`src/rtl/assert_macros.svh`:
```
// Assertion macros used by the top-level RTL file.
`ifndef ASSERT_MACROS_SVH
`define ASSERT_MACROS_SVH

`ifndef SYNTHESIS

// Check that a property holds at every rising clock edge outside reset.
`define ASSERT_CLK(lbl, clk, rstn, prop, msg) \
	lbl: assert property (@(posedge clk) disable iff (!rstn) (prop)) else $error(msg);

// Check that an expression is never true outside reset.
`define ASSERT_NEVER(lbl, clk, rstn, expr, msg) \
	lbl: assert property (@(posedge clk) disable iff (!rstn) !(expr)) else $error(msg);

`else

`define ASSERT_CLK(lbl, clk, rstn, prop, msg)
`define ASSERT_NEVER(lbl, clk, rstn, expr, msg)

`endif

`endif

```
`src/rtl/ase_pkg.sv`:
```
// Types and constants of the advertising service data extractor.
package ase_pkg;

	// Configuration register indexes
	localparam int CFG_IDX_W  = 1;
	localparam int CFG_DATA_W = 16;
	localparam logic [CFG_IDX_W-1:0] REG_SERVICE_UUID     = 1'd0;
	localparam logic [CFG_IDX_W-1:0] REG_APPLICATION_CODE = 1'd1;

	// Register reset values
	localparam logic [15:0] SERVICE_UUID_RST     = 16'hFFFA;
	localparam logic [7:0]  APPLICATION_CODE_RST = 8'h0D;

	// Element constants
	localparam logic [7:0] SVC_DATA_TYPE = 8'h16;
	localparam logic [7:0] HDR_BYTES     = 8'd5;

	// Parse phase codes
	localparam int PHASE_W = 3;
	localparam logic [PHASE_W-1:0] PH_LEN  = 3'd0;
	localparam logic [PHASE_W-1:0] PH_TYPE = 3'd1;
	localparam logic [PHASE_W-1:0] PH_ULO  = 3'd2;
	localparam logic [PHASE_W-1:0] PH_UHI  = 3'd3;
	localparam logic [PHASE_W-1:0] PH_APP  = 3'd4;
	localparam logic [PHASE_W-1:0] PH_CNT  = 3'd5;
	localparam logic [PHASE_W-1:0] PH_PAY  = 3'd6;
	localparam logic [PHASE_W-1:0] PH_SKIP = 3'd7;

	typedef struct packed {
		logic [15:0] service_uuid;
		logic [7:0]  application_code;
	} cfg_t;

	typedef struct packed {
		logic [7:0] adv_byte;
		logic [7:0] advert_length;
	} item_t;

endpackage

```
`src/rtl/ase_if.sv`:
```
// Stream interfaces for advertising bytes and extracted results.
interface adv_in_if;
	logic       valid;
	logic       ready;
	logic [7:0] adv_byte;
	logic [7:0] advert_length;

	modport source (output valid, output adv_byte, output advert_length, input ready);
	modport sink (input valid, input adv_byte, input advert_length, output ready);
endinterface

interface adv_out_if;
	logic       valid;
	logic       ready;
	logic       found;
	logic [7:0] payload_byte;
	logic       payload_last;
	logic [7:0] payload_length;

	modport source (
		output valid, output found, output payload_byte, output payload_last,
		output payload_length, input ready
	);
	modport sink (
		input valid, input found, input payload_byte, input payload_last,
		input payload_length, output ready
	);
endinterface

```
`src/rtl/ase_cfg_regs.sv`:
```
// Configuration registers of the extractor.
module ase_cfg_regs (
	input  logic                            clk,
	input  logic                            arst_n,
	input  logic                            cfg_we,
	input  logic [ase_pkg::CFG_IDX_W-1:0]   cfg_idx,
	input  logic [ase_pkg::CFG_DATA_W-1:0]  cfg_wdata,
	output ase_pkg::cfg_t                   cfg
);
	import ase_pkg::*;

	cfg_t cfg_q;

	// Write the addressed register
	always_ff @(posedge clk or negedge arst_n) begin
		if (!arst_n) begin
			cfg_q.service_uuid     <= SERVICE_UUID_RST;
			cfg_q.application_code <= APPLICATION_CODE_RST;
		end else if (cfg_we) begin
			case (cfg_idx)
				REG_SERVICE_UUID: begin
					cfg_q.service_uuid <= cfg_wdata[15:0];
				end
				REG_APPLICATION_CODE: begin
					cfg_q.application_code <= cfg_wdata[7:0];
				end
				default: begin
				end
			endcase
		end
	end

	assign cfg = cfg_q;

endmodule

```
`src/rtl/ase_in_stage.sv`:
```
// Input register stage of the extractor.
module ase_in_stage (
	input  logic           clk,
	input  logic           arst_n,
	adv_in_if.sink         adv,
	input  logic           advance,
	output logic           valid_s1,
	output ase_pkg::item_t item_s1
);
	import ase_pkg::*;

	logic  valid_q;
	item_t item_q;
	logic  take;

	// Accept when the stage is empty or drains this cycle
	assign adv.ready = !valid_q || advance;
	assign take      = adv.valid && adv.ready;

	// Hold the valid flag
	always_ff @(posedge clk or negedge arst_n) begin
		if (!arst_n) begin
			valid_q <= 1'b0;
		end else if (take) begin
			valid_q <= 1'b1;
		end else if (advance) begin
			valid_q <= 1'b0;
		end
	end

	// Capture the transaction payload
	always_ff @(posedge clk) begin
		if (take) begin
			item_q.adv_byte      <= adv.adv_byte;
			item_q.advert_length <= adv.advert_length;
		end
	end

	assign valid_s1 = valid_q;
	assign item_s1  = item_q;

endmodule

```
`src/rtl/ase_parser.sv`:
```
// Element walker and result register of the extractor.
module ase_parser #(
	parameter int MAX_PAYLOAD = 250
) (
	input  logic           clk,
	input  logic           arst_n,
	input  ase_pkg::cfg_t  cfg,
	input  logic           valid_s1,
	input  ase_pkg::item_t item_s1,
	output logic           advance,
	adv_out_if.source      extract
);
	import ase_pkg::*;

	localparam logic [7:0] MAX_PAY = 8'(MAX_PAYLOAD);

	// Parse state
	logic [7:0]         pos_q, nxt_q, elen_q, ulo_q, rem_q;
	logic [PHASE_W-1:0] phase_q;
	logic               fin_q;

	logic [7:0]         pos_n, nxt_n, elen_n, ulo_n, rem_n;
	logic [PHASE_W-1:0] phase_n, phase_eff;
	logic               fin_n;

	// Result register
	logic       out_valid_q, found_q, last_q;
	logic [7:0] pbyte_q, plen_q;

	logic       consume, last, overrun, qualify, res_valid, res_found, res_last;
	logic [8:0] pos_inc;
	logic [9:0] end_sum;
	logic [7:0] b, pay_len, rem_dec;

	assign advance = !out_valid_q || extract.ready;
	assign consume = valid_s1 && advance;

	assign b       = item_s1.adv_byte;
	assign pos_inc = {1'b0, pos_q} + 9'd1;
	assign last    = pos_inc >= {1'b0, item_s1.advert_length};
	assign end_sum = {1'b0, pos_inc} + {2'b00, b};
	assign overrun = end_sum > {2'b00, item_s1.advert_length};
	assign pay_len = elen_q - HDR_BYTES;
	assign qualify = (b == SVC_DATA_TYPE) && (elen_q > HDR_BYTES) && (pay_len <= MAX_PAY);
	assign rem_dec = (rem_q != 8'd0) ? rem_q - 8'd1 : rem_q;

	// Step the walk by one byte
	always_comb begin
		pos_n     = pos_q;
		nxt_n     = nxt_q;
		elen_n    = elen_q;
		ulo_n     = ulo_q;
		rem_n     = rem_q;
		fin_n     = fin_q;
		res_valid = 1'b0;
		res_found = 1'b0;
		res_last  = 1'b0;
		phase_eff = phase_q;
		if (!fin_q && phase_q == PH_SKIP && pos_q == nxt_q) begin
			phase_eff = PH_LEN;
		end
		phase_n = phase_eff;
		if (!fin_q) begin
			case (phase_eff)
				PH_LEN: begin
					if (last || b == 8'd0 || overrun) begin
						fin_n   = 1'b1;
						phase_n = PH_SKIP;
					end else begin
						elen_n  = b;
						nxt_n   = end_sum[7:0];
						phase_n = PH_TYPE;
					end
				end
				PH_TYPE: begin
					phase_n = qualify ? PH_ULO : PH_SKIP;
				end
				PH_ULO: begin
					ulo_n   = b;
					phase_n = PH_UHI;
				end
				PH_UHI: begin
					phase_n = ({b, ulo_q} == cfg.service_uuid) ? PH_APP : PH_SKIP;
				end
				PH_APP: begin
					phase_n = (b == cfg.application_code) ? PH_CNT : PH_SKIP;
				end
				PH_CNT: begin
					rem_n   = pay_len;
					phase_n = PH_PAY;
				end
				PH_PAY: begin
					res_valid = 1'b1;
					res_found = 1'b1;
					res_last  = (rem_q == 8'd1);
					rem_n     = rem_dec;
					if (rem_dec == 8'd0) begin
						fin_n = 1'b1;
					end
				end
				default: begin
				end
			endcase
		end
		// Close the advertisement: report no match unless a result or a payload is under way, and restart the walk
		if (last) begin
			if (!res_valid && phase_n != PH_CNT && phase_n != PH_PAY) begin
				res_valid = 1'b1;
			end
			pos_n   = 8'd0;
			nxt_n   = 8'd0;
			elen_n  = 8'd0;
			ulo_n   = 8'd0;
			rem_n   = 8'd0;
			fin_n   = 1'b0;
			phase_n = PH_LEN;
		end else begin
			pos_n = pos_inc[7:0];
		end
	end

	// Advance the parse state on each consumed byte
	always_ff @(posedge clk or negedge arst_n) begin
		if (!arst_n) begin
			pos_q   <= 8'd0;
			nxt_q   <= 8'd0;
			elen_q  <= 8'd0;
			ulo_q   <= 8'd0;
			rem_q   <= 8'd0;
			fin_q   <= 1'b0;
			phase_q <= PH_LEN;
		end else if (consume) begin
			pos_q   <= pos_n;
			nxt_q   <= nxt_n;
			elen_q  <= elen_n;
			ulo_q   <= ulo_n;
			rem_q   <= rem_n;
			fin_q   <= fin_n;
			phase_q <= phase_n;
		end
	end

	// Hold the result valid until taken
	always_ff @(posedge clk or negedge arst_n) begin
		if (!arst_n) begin
			out_valid_q <= 1'b0;
		end else if (advance) begin
			out_valid_q <= consume && res_valid;
		end
	end

	// Load the result payload
	always_ff @(posedge clk) begin
		if (consume && res_valid) begin
			found_q <= res_found;
			pbyte_q <= res_found ? b : 8'd0;
			last_q  <= res_last;
			plen_q  <= res_found ? pay_len : 8'd0;
		end
	end

	assign extract.valid          = out_valid_q;
	assign extract.found          = found_q;
	assign extract.payload_byte   = pbyte_q;
	assign extract.payload_last   = last_q;
	assign extract.payload_length = plen_q;

endmodule

```
`src/rtl/adv_service_data_extractor.sv`:
```
// Top level of the advertising service data extractor.
//
// channel   dir  payload                                               handshake
// adv       in   adv_byte, advert_length                               valid/ready
// extract   out  found, payload_byte, payload_last, payload_length     valid/ready
// cfg       in   cfg_idx, cfg_wdata                                    cfg_we
//
// One byte is taken per cycle unless the result stalls; it passes the input and result registers.
// The rate is set by the combinational element walk between the input and result registers.
// arst_n clears the walk, the valid flags and loads the register reset values.
// A stalled result stops the walk; the input register still takes one more byte if it is empty.
module adv_service_data_extractor #(
	parameter int MAX_PAYLOAD = 250
) (
	input  logic                            clk,
	input  logic                            arst_n,
	input  logic                            cfg_we,
	input  logic [ase_pkg::CFG_IDX_W-1:0]   cfg_idx,
	input  logic [ase_pkg::CFG_DATA_W-1:0]  cfg_wdata,
	adv_in_if.sink                          adv,
	adv_out_if.source                       extract
);
	import ase_pkg::*;

`include "assert_macros.svh"

	localparam logic [7:0] MAX_LEN = 8'(MAX_PAYLOAD);

	cfg_t  cfg;
	logic  valid_s1;
	item_t item_s1;
	logic  advance;
	logic  out_stall;
	logic  nomatch_clean;
	logic  found_len_ok;

	ase_cfg_regs u_cfg (
		.clk       (clk),
		.arst_n    (arst_n),
		.cfg_we    (cfg_we),
		.cfg_idx   (cfg_idx),
		.cfg_wdata (cfg_wdata),
		.cfg       (cfg)
	);

	ase_in_stage u_in (
		.clk      (clk),
		.arst_n   (arst_n),
		.adv      (adv),
		.advance  (advance),
		.valid_s1 (valid_s1),
		.item_s1  (item_s1)
	);

	ase_parser #(
		.MAX_PAYLOAD (MAX_PAYLOAD)
	) u_parser (
		.clk      (clk),
		.arst_n   (arst_n),
		.cfg      (cfg),
		.valid_s1 (valid_s1),
		.item_s1  (item_s1),
		.advance  (advance),
		.extract  (extract)
	);

	// Terms for the checks below
	assign out_stall     = valid_s1 && extract.valid && !extract.ready;
	assign nomatch_clean = (extract.payload_byte == 8'd0) &&
		(extract.payload_length == 8'd0) && !extract.payload_last;
	assign found_len_ok  = (extract.payload_length != 8'd0) &&
		(extract.payload_length <= MAX_LEN);

	// Input back-pressure only comes from a stalled result with a full input stage
	`ASSERT_CLK(a_ready_low_only_on_stall, clk, arst_n, !adv.ready |-> out_stall, "input stall")
	// A no-match result carries zero payload fields
	`ASSERT_CLK(a_nomatch_zero, clk, arst_n, (extract.valid && !extract.found) |-> nomatch_clean, "no-match payload")
	// A found result reports a payload length within bounds
	`ASSERT_CLK(a_found_len, clk, arst_n, (extract.valid && extract.found) |-> found_len_ok, "payload length")

endmodule

```
`src/flat_wrapper.sv`:
```
// flat-port wrapper written by rule: the top's interface ports become plain ports
module adv_service_data_extractor_flat import ase_pkg::*;
#(
	parameter int MAX_PAYLOAD = 250
)
  (clk, arst_n, cfg_we, cfg_idx, cfg_wdata, adv_valid, adv_adv_byte, adv_advert_length, adv_ready, extract_valid, extract_found, extract_payload_byte, extract_payload_last, extract_payload_length, extract_ready);
  adv_in_if adv_i ();
  adv_out_if extract_i ();
  input  logic clk;
  input  logic arst_n;
  input  logic cfg_we;
  input  logic [ase_pkg::CFG_IDX_W-1:0] cfg_idx;
  input  logic [ase_pkg::CFG_DATA_W-1:0] cfg_wdata;
  input wire logic [$bits(adv_i.valid)-1:0] adv_valid;
  input wire logic [$bits(adv_i.adv_byte)-1:0] adv_adv_byte;
  input wire logic [$bits(adv_i.advert_length)-1:0] adv_advert_length;
  output wire logic [$bits(adv_i.ready)-1:0] adv_ready;
  output wire logic [$bits(extract_i.valid)-1:0] extract_valid;
  output wire logic [$bits(extract_i.found)-1:0] extract_found;
  output wire logic [$bits(extract_i.payload_byte)-1:0] extract_payload_byte;
  output wire logic [$bits(extract_i.payload_last)-1:0] extract_payload_last;
  output wire logic [$bits(extract_i.payload_length)-1:0] extract_payload_length;
  input wire logic [$bits(extract_i.ready)-1:0] extract_ready;
  assign adv_i.valid = adv_valid;
  assign adv_i.adv_byte = adv_adv_byte;
  assign adv_i.advert_length = adv_advert_length;
  assign adv_ready = adv_i.ready;
  assign extract_valid = extract_i.valid;
  assign extract_found = extract_i.found;
  assign extract_payload_byte = extract_i.payload_byte;
  assign extract_payload_last = extract_i.payload_last;
  assign extract_payload_length = extract_i.payload_length;
  assign extract_i.ready = extract_ready;
  adv_service_data_extractor #(.MAX_PAYLOAD(MAX_PAYLOAD)) u_core (.clk(clk), .arst_n(arst_n), .cfg_we(cfg_we), .cfg_idx(cfg_idx), .cfg_wdata(cfg_wdata), .adv(adv_i), .extract(extract_i));
endmodule
```
`config.mk`:
```
export PLATFORM = sky130hd
export DESIGN_NAME = adv_service_data_extractor_flat
export DESIGN_NICKNAME = d
export VERILOG_FILES = /design/src/rtl/ase_pkg.sv /design/src/rtl/ase_if.sv /design/src/rtl/ase_cfg_regs.sv /design/src/rtl/ase_in_stage.sv /design/src/rtl/ase_parser.sv /design/src/rtl/adv_service_data_extractor.sv /design/src/flat_wrapper.sv
export VERILOG_INCLUDE_DIRS = /design/src /design/src/rtl
export SDC_FILE = /design/constraint.sdc
export NUM_CORES = 1
export LEC_CHECK = 0
export BUFFER_PORTS_ARGS = -buffer_cell sky130_fd_sc_hd__buf_2
export CAP_MARGIN = 10
export CORE_UTILIZATION = 39
export DETAILED_ROUTE_END_ITERATION = 8
export GPL_ROUTABILITY_DRIVEN = 0
export PLACE_DENSITY = 0.57
export SLEW_MARGIN = 0
export SYNTH_ARGS = -nofsm -noshare
export SYNTH_HDL_FRONTEND = slang
export SYNTH_SLANG_ARGS = --single-unit
```
`constraint.sdc`:
```
create_clock -name clk -period 4.9 [get_ports clk]
set_clock_uncertainty 0.15 [all_clocks]
set_input_delay 0.735 -clock clk [delete_from_list [all_inputs] [get_ports clk]]
set_output_delay 0.735 -clock clk [all_outputs]
set_load 0.01 [all_outputs]
```
* Word level (Yosys, flattened, before mapping) *
Cells that the tools add are included.
Widths: inputs -> output; s select.

word-level totals
  flip-flop bits (word level) = 104
  input port bits = 38
  output and inout port bits = 20
  word-level logic and storage cells = 109

cells by class
  add/sub/neg operators = 4
  equal/unequal tests = 16
  bitwise gates (word level) = 2
  muxes and demuxes = 35
  order comparisons = 4
  reductions and logical operators = 31

operator list
  kind                 count
  $mux 8               15
  $pmux 3 s6           1
  $eq 16x16->1         1
  $eq 8x8->1           2
  $logic_not 8->1      2
  $pmux 8 s2           1
  $mux 3               5
  $eq 3x3->1 const B   4
  $add 9x8->10         1
  $gt 10x8->1          1
  $mux 1               10
  $add 8x1->9 const B  1
  $ge 9x8->1           1
  $logic_and 1x1->1    9
  $eq 8x1->1 const B   1
  $eq 8x5->1 const B   1
  $gt 8x3->1 const B   1
  $le 8x8->1 const B   1
  $reduce_bool 8->1    1
  $sub 8x1->8 const B  1
  $sub 8x3->8 const B  1
  $eq 3x2->1 const B   2
  $ne 3x3->1 const B   2
  $reduce_and 3->1     2
  14 further kinds     25

* Depth between registers and ports, before layout *
  depth after elaboration = 13
  mapped depth = 20
  gate-level depth less buffers = 17

* Cells and area by module *
From an unflattened synthesis, not the netlist that was laid out.

second synthesis, totals
  cells, all modules = 532
  area, all modules = 5853.1 um2

modules (own cells, without submodules)
  module        seq. area each (um2)  instances  cells each  area an instance (um2)
  ase_parser    1666.6                1          460         4352.9
  ase_cfg_regs  621.8                 1          52          965.9
  ase_in_stage  505.5                 1          20          534.3

* Worst setup path before layout *
Ideal clock, no wire load.

  path kind = reg-to-reg
  start = reg u_core.u_parser.pos_q[0]
  end = reg u_core.u_parser.found_q, in the netlist u_core.u_parser.extract.found, enable pin
  required time = 4354 ps
  path buffers = 0
  stages on the path, launching flop included = 18
  setup slack = -56 ps
  clock period less this slack = 4956 ps
  setup time = 396 ps
  arrival = 4410 ps
  cell sequence = dfrtp_1 ha_1 ha_1 a21o_1 a21oi_1 o21bai_1 a21oi_1 o21ai_0 xnor2_1 ha_1 and4_1 o2bb2ai_1 a41oi_1 a211oi_2 a21oi_1 o32a_1 xor2_1 a221oi_2

on the way
  word-level cells in the longest chain between the ends = 13
  elaborated cells on any way between the ends = 29
  classes of those cells = 2 x add/sub; 2 x order compare; 9 x eq/ne; 8 x mux; 8 x reduce/logical

ends and longest elaborated chain
  element                                                 line                                text
  from (decl)                                             ase_parser.sv:18                    logic [7:0] pos_q, nxt_q, elen_q, ulo_q, rem_q;
  from (signal assigned)                                  ase_parser.sv:133                   pos_q <= pos_n;
  $add 8x1->9                                             ase_parser.sv:39                    assign pos_inc = {1'b0, pos_q} + 9'd1;
  $add 9x8->10 / $ge 9x8->1 (equally long branches)       ase_parser.sv:41, ase_parser.sv:40
  $gt 10x8->1 / $logic_or 1x1->1 (equally long branches)  ase_parser.sv:42, ase_parser.sv:66
  $logic_or 1x1->1                                        ase_parser.sv:66                    if (last || b == 8'd0 || overrun) begin
  $mux 3                                                  ase_parser.sv:66
  $pmux 3 s6                                              ase_parser.sv:64                    case (phase_eff)
  $mux 3                                                  ase_parser.sv:63                    if (!fin_q) begin
  $ne 3x3->1                                              ase_parser.sv:107                   if (!res_valid && phase_n != PH_CNT && phase_n != PH_PAY) begin
  $logic_and 1x1->1 (2 in a row)                          ase_parser.sv:107
  $mux 1                                                  ase_parser.sv:107
  $mux 1 *                                                ase_parser.sv:106                   if (last) begin
  $logic_and 1x1->1 *                                     ase_parser.sv:154                   if (consume && res_valid) begin
  to (signal assigned)                                    ase_parser.sv:155                   found_q <= res_found;
  to (decl)                                               ase_parser.sv:27                    logic out_valid_q, found_q, last_q;

Every way passes the cells marked *; elsewhere a longest branch is shown, timed or not.
A chain may end at the register's enable or synchronous reset.

* Worst setup path in the final report *
  start = reg u_core.u_parser.pos_q[0]
  end = reg u_core.u_parser.plen_q[1], in the netlist u_core.u_parser.extract.payload_length[1], enable pin

on the way
  word-level cells in the longest chain between the ends = 13
  elaborated cells on any way between the ends = 29
  classes of those cells = 2 x add/sub; 2 x order compare; 9 x eq/ne; 8 x mux; 8 x reduce/logical

ends and longest elaborated chain
  element                                                 line                                text
  $add 8x1->9                                             ase_parser.sv:39
  $add 9x8->10 / $ge 9x8->1 (equally long branches)       ase_parser.sv:41, ase_parser.sv:40
  $gt 10x8->1 / $logic_or 1x1->1 (equally long branches)  ase_parser.sv:42, ase_parser.sv:66
  $logic_or 1x1->1                                        ase_parser.sv:66
  $mux 3                                                  ase_parser.sv:66
  $pmux 3 s6                                              ase_parser.sv:64
  $mux 3                                                  ase_parser.sv:63
  $ne 3x3->1                                              ase_parser.sv:107
  $logic_and 1x1->1 (2 in a row)                          ase_parser.sv:107
  $mux 1                                                  ase_parser.sv:107
  $mux 1 *                                                ase_parser.sv:106
  $logic_and 1x1->1 *                                     ase_parser.sv:154
  to (signal assigned)                                    ase_parser.sv:158                   plen_q <= res_found ? pay_len : 8'd0;
  to (decl)                                               ase_parser.sv:28                    logic [7:0] pbyte_q, plen_q;

Marks and branches as above.

==> out/summary.md <==
The core outline area is 0.01464 mm². The number of global-route vias before repair was 4,245; the hold violation count in the final report was 0. The adder-cell share of the synthesized area came out at 0.07138.

The setup path with the least slack is of type reg -> reg. The multiplexer fraction of the synthesized cell area was 0.05524; the number of remaining DRC errors was 8. The tools report the required arrival time at the worst endpoint as 4820 ps. The number of max-slew violations in the final report came out at 0.

The initial antenna violation count is 0. The layout has 1,355 filler cells. The largest family of logic cells by synthesized area is compound AO/OA/AOI/OAI gates. The worst hold path begins at u_core.u_parser.ulo_q[3]. The min-delay analysis places its worst path in the category reg -> reg. Setup total negative slack on the finished layout was measured at 0 ps. The count of max-cap constraint violations was 0; the fraction of final layout cells sized beyond drive strength 1 was 0.2950.

In this run the remaining antenna-violating nets after routing total 0. The number of enable flip-flop cells after synthesis is 34, and the portion of synthesized cell area occupied by the leading cell type is 0.2252. The worst hold path terminates at u_core.u_parser.ulo_q[3].

The slew at the pin with the worst max-slew slack was 895.8 ps; the chip height was 124.9 µm. The routed length per placed instance is 17.57 µm. The XOR/XNOR share of the synthesized area came out at 0.08307.

Global-route wire length before repair: 22.23 mm. The clock period minus worst slack was 4739 ps; the number of standard cells in the final layout excluding fillers was 784. The clock root buffer is sky130_fd_sc_hd__clkbuf_16. The simple-gate area share of the yosys netlist works out to 0.1260. STA puts the critical path data arrival time at 4660 ps. sky130_fd_sc_hd__dfrtp_1 is the most common cell in the netlist. Top fanout value on the critical path: 9. IR analysis of the VDD net gives a maximum drop of 0.2781 mV. The share of the cycle needed by the critical path after routing is 0.9672. No sink is reached through more buffers than the 2 on the longest clock path.

For this run, the leading register cell type out of synthesis is sky130_fd_sc_hd__dfrtp_1. The register clock-pin slew on the reported worst setup and hold paths works out to 70 ps. The checks that failed: DRC. For the relative slew slack, the log shows 0.4028. Fraction of the core area covered by cells at the end of the flow: 0.4704. sky130_fd_sc_hd__dfrtp_1 takes more of the synthesized area than any other cell.

Summing every instance area after synthesis gives 0.005889 mm². The area growth from synthesis to layout came out at 16.95%. The H-tree was split into 3 levels. The total of warnings raised by yosys was 0; the floorplan die width was 124.9 µm. The fraction of synthesis flops using an asynchronous set or reset pin was 0.6731; the placed wire-length estimate was 10.13 mm. The clock drives 104 sinks. The category of the worst setup path capture point was a flip-flop. In this run, the number of DRC markers left after iteration 0 of detailed routing was 324. On the critical path, the stage with the largest delay is an instance of sky130_fd_sc_hd__dfrtp_1. In this run, distinct cell masters in the synthesized netlist total 76. The initial standard-cell utilization of the core was 0.4022; the maximum single-stage delay on the critical path was 400 ps. Counting the buffers created by CTS gives 9. The design draws 3.942 mW.

For this run, the post-layout net count is 666. The pin count of the biggest net entering global routing came out at 71. The start of the worst register-to-register path is u_core.u_parser.pos_q[0]. Measured in cells, the most critical reg-to-reg path has a length of 19. The number of buffers and inverters on the critical path is 3. Clock latency on the worst-skew pair, taken at its later pin, is 350 ps. The worst setup path is launched from a flip-flop.

Traced cell by cell, the critical path runs through buf_4, nand3_1, xnor2_2, ha_1, o21ai_2, a21oi_4, a221oi_2, xnor2_1, ha_1, o21a_1, o2bb2ai_1, a41oi_1, a211oi_2, a21oi_2, o32a_1, xor2_1, a221oi_4, buf_12, clkbuf_16. The minimum setup slack in the final design came out at 160.7 ps. Synthesis handed over a netlist of 526 instances. Buffers inserted to repair hold after CTS numbered 0. The tools report the number of rows created at floorplan as 44. The worst flop-to-flop path endpoint was u_core.u_parser.extract.payload_length[1]. The number of cells traversed by the worst hold path came out at 1. Most repeated library cell on the critical path: sky130_fd_sc_hd__ha_1.

The leakage power figure is 2.947 nW. For this run, the top clock speed supported by timing is 0.2110 GHz. The tools report the antenna cell count as 0.

After synthesis, the cell types taking the most area are sky130_fd_sc_hd__dfrtp_1 23%, sky130_fd_sc_hd__edfxtp_1 17%, sky130_fd_sc_hd__dfstp_2 7.6%, sky130_fd_sc_hd__ha_1 6.8%, sky130_fd_sc_hd__xnor2_1 6.7%. Port buffering added 57 buffers. The register-to-register setup slack is 160 ps, and the average via count per standard cell is 5.383. The final wirelength is 13.77 mm. The post-synthesis average cell area works out to 11.20 µm².

The run gives 0 as the global-route congestion overflow total. The die area is 0.01560 mm². The tools report the number of detailed-route iterations in the first pass as 8. Dividing total power by cell area gives a power density of 572.3 mW/mm².

TritonCTS built the clock tree. The flow ran to the end, but the final reports show violations. Pin placement for this block handled 58 I/O pins.

The compound-gate portion of the synthesized area was 0.1477; the sequential element share of the synthesized area was 0.4744. Category of cells accounting for the largest share of critical-path delay: compound AO/OA/AOI/OAI gates. The run gives 597 as the net count after synthesis. The count of placed standard cells including taps was 760; the flop and latch count out of synthesis was 104. The logs give 4,220 for the detailed-route via count and 82.96 ps for the worst setup slack after placement.

The run gives 0 as the total setup violations reported at the end of the flow. The combined global-route utilization of all metal layers came out at 0.1835. By count the netlist is led by 53 x sky130_fd_sc_hd__dfrtp_1, 45 x sky130_fd_sc_hd__xnor2_1, 36 x sky130_fd_sc_hd__nand2_1, 34 x sky130_fd_sc_hd__edfxtp_1, 32 x sky130_fd_sc_hd__ha_1.
cells by family (layout without fill, tap and decap cells):
| kind of cell | after synthesis | after routing |
|---|---|---|
| buffers and inverters | 50 | 124 |
| and+or+nand+nor | 138 | 138 |
| muxes | 29 | 29 |
| DFF | 104 | 104 |
| xor gates and xnor gates | 55 | 55 |
| adders and majority gates | 33 | 33 |
| AOI/OAI and AO/OA | 117 | 117 |
placed cells by master (no fill, tap or decap), types with 3 or more instances in the layout:
| master | count |
|---|---|
| sky130_fd_sc_hd__nand2_1 | 36 |
| sky130_fd_sc_hd__dfrtp_1 | 50 |
| sky130_fd_sc_hd__nand4_1 | 6 |
| sky130_fd_sc_hd__a22o_1 | 24 |
| sky130_fd_sc_hd__nor3_1 | 13 |
| sky130_fd_sc_hd__nor4_1 | 3 |
| sky130_fd_sc_hd__a211oi_1 | 5 |
| sky130_fd_sc_hd__dfstp_2 | 17 |
| sky130_fd_sc_hd__o31ai_1 | 9 |
| sky130_fd_sc_hd__xnor2_1 | 43 |
| sky130_fd_sc_hd__nand2b_1 | 4 |
| sky130_fd_sc_hd__inv_1 | 26 |
| sky130_fd_sc_hd__and2_1 | 10 |
| sky130_fd_sc_hd__edfxtp_1 | 34 |
| sky130_fd_sc_hd__a21oi_2 | 4 |
| sky130_fd_sc_hd__o21a_1 | 4 |
| sky130_fd_sc_hd__dfrtp_2 | 3 |
| sky130_fd_sc_hd__o21ai_0 | 17 |
| sky130_fd_sc_hd__nor2b_1 | 8 |
| sky130_fd_sc_hd__and3_1 | 3 |
| sky130_fd_sc_hd__clkbuf_1 | 3 |
| sky130_fd_sc_hd__mux2_2 | 28 |
| sky130_fd_sc_hd__clkbuf_16 | 11 |
| sky130_fd_sc_hd__xnor2_2 | 3 |
| sky130_fd_sc_hd__buf_4 | 20 |
| sky130_fd_sc_hd__nor2_1 | 21 |
| sky130_fd_sc_hd__o21ai_1 | 3 |
| sky130_fd_sc_hd__nand3_1 | 10 |
| sky130_fd_sc_hd__ha_1 | 29 |
| sky130_fd_sc_hd__a21o_1 | 5 |
| sky130_fd_sc_hd__a21oi_1 | 16 |
| sky130_fd_sc_hd__buf_2 | 57 |
| sky130_fd_sc_hd__xor2_1 | 8 |
flip-flops by register name, indices dropped and copies added (netlist names), 3 cells and up:
register / count
u_core.u_cfg.cfg: 24
u_core.u_in.item_s1: 16
u_core.u_parser.elen_q: 8
u_core.u_parser.extract.payload_byte: 8
u_core.u_parser.extract.payload_length: 8
u_core.u_parser.nxt_q: 8
u_core.u_parser.pos_q: 8
u_core.u_parser.rem_q: 8
u_core.u_parser.ulo_q: 8
u_core.u_parser.phase_q: 3
how the worst max path moves through the flow:
stage                        startpoint                                        end  cells past startpoint
2_1_floorplan  u_core.u_parser.pos_q[0]              u_core.u_parser.extract.found                     17
3_3_place_gp   u_core.u_parser.pos_q[1]    u_core.u_parser.extract.payload_byte[0]                     18
3_5_place_dp   u_core.u_parser.pos_q[0]    u_core.u_parser.extract.payload_byte[2]                     19
4_1_cts        u_core.u_parser.pos_q[1]  u_core.u_parser.extract.payload_length[6]                     18
5_1_grt        u_core.u_parser.pos_q[0]  u_core.u_parser.extract.payload_length[1]                     19
6_report       u_core.u_parser.pos_q[0]  u_core.u_parser.extract.payload_length[1]                     19
metal layers:
metal / vias up / global-route usage / share of wire / wire length, µm
met5: - / 0 / 0 / 0
met1: 2054 / 0.2421 / 0.46 / 6341
met2: 95 / 0.2978 / 0.49 / 6719
met4: 0 / 0.06958 / 0.017 / 239
met3: 17 / 0.03651 / 0.034 / 473
li1: 2054 / - / - / -
layout make-up:
cell class,count,area [µm²],area share
Clock buffer,12,236.5,0.03433
Clock inverter,4,52.55,0.007629
Inverter,27,101.3,0.01471
Multi-Input combinational cell,372,2944,0.4274
Sequential cell,104,2798,0.4062
Tap cell,184,230.2,0.03342
Timing Repair Buffer,81,525.5,0.07629
power by group:
part | internal (mW) | total (mW) | switching (mW)
Clock | 0.400 | 0.716 | 0.316
Combinational | 0.861 | 1.82 | 0.955
Sequential | 1.14 | 1.41 | 0.267
Total | 2.40 | 3.94 | 1.54
timing repair:
action / 4_1_cts / 5_1_grt
buffers inserted: 0 / 6
hold endpoints to repair: 0 / 0
gates resized for setup: 0 / 22
setup endpoints to repair: 0 / 34
stage by stage:
step           hold WS [ps]  cell area [µm²]
6_report              374.4             6888
5_1_grt               392.0             6888
4_1_cts               378.6             6690
3_5_place_dp          357.1             6401
3_3_place_gp          352.5             6401
2_1_floorplan         289.4             5901
Power figures use the tool's default switching activity.
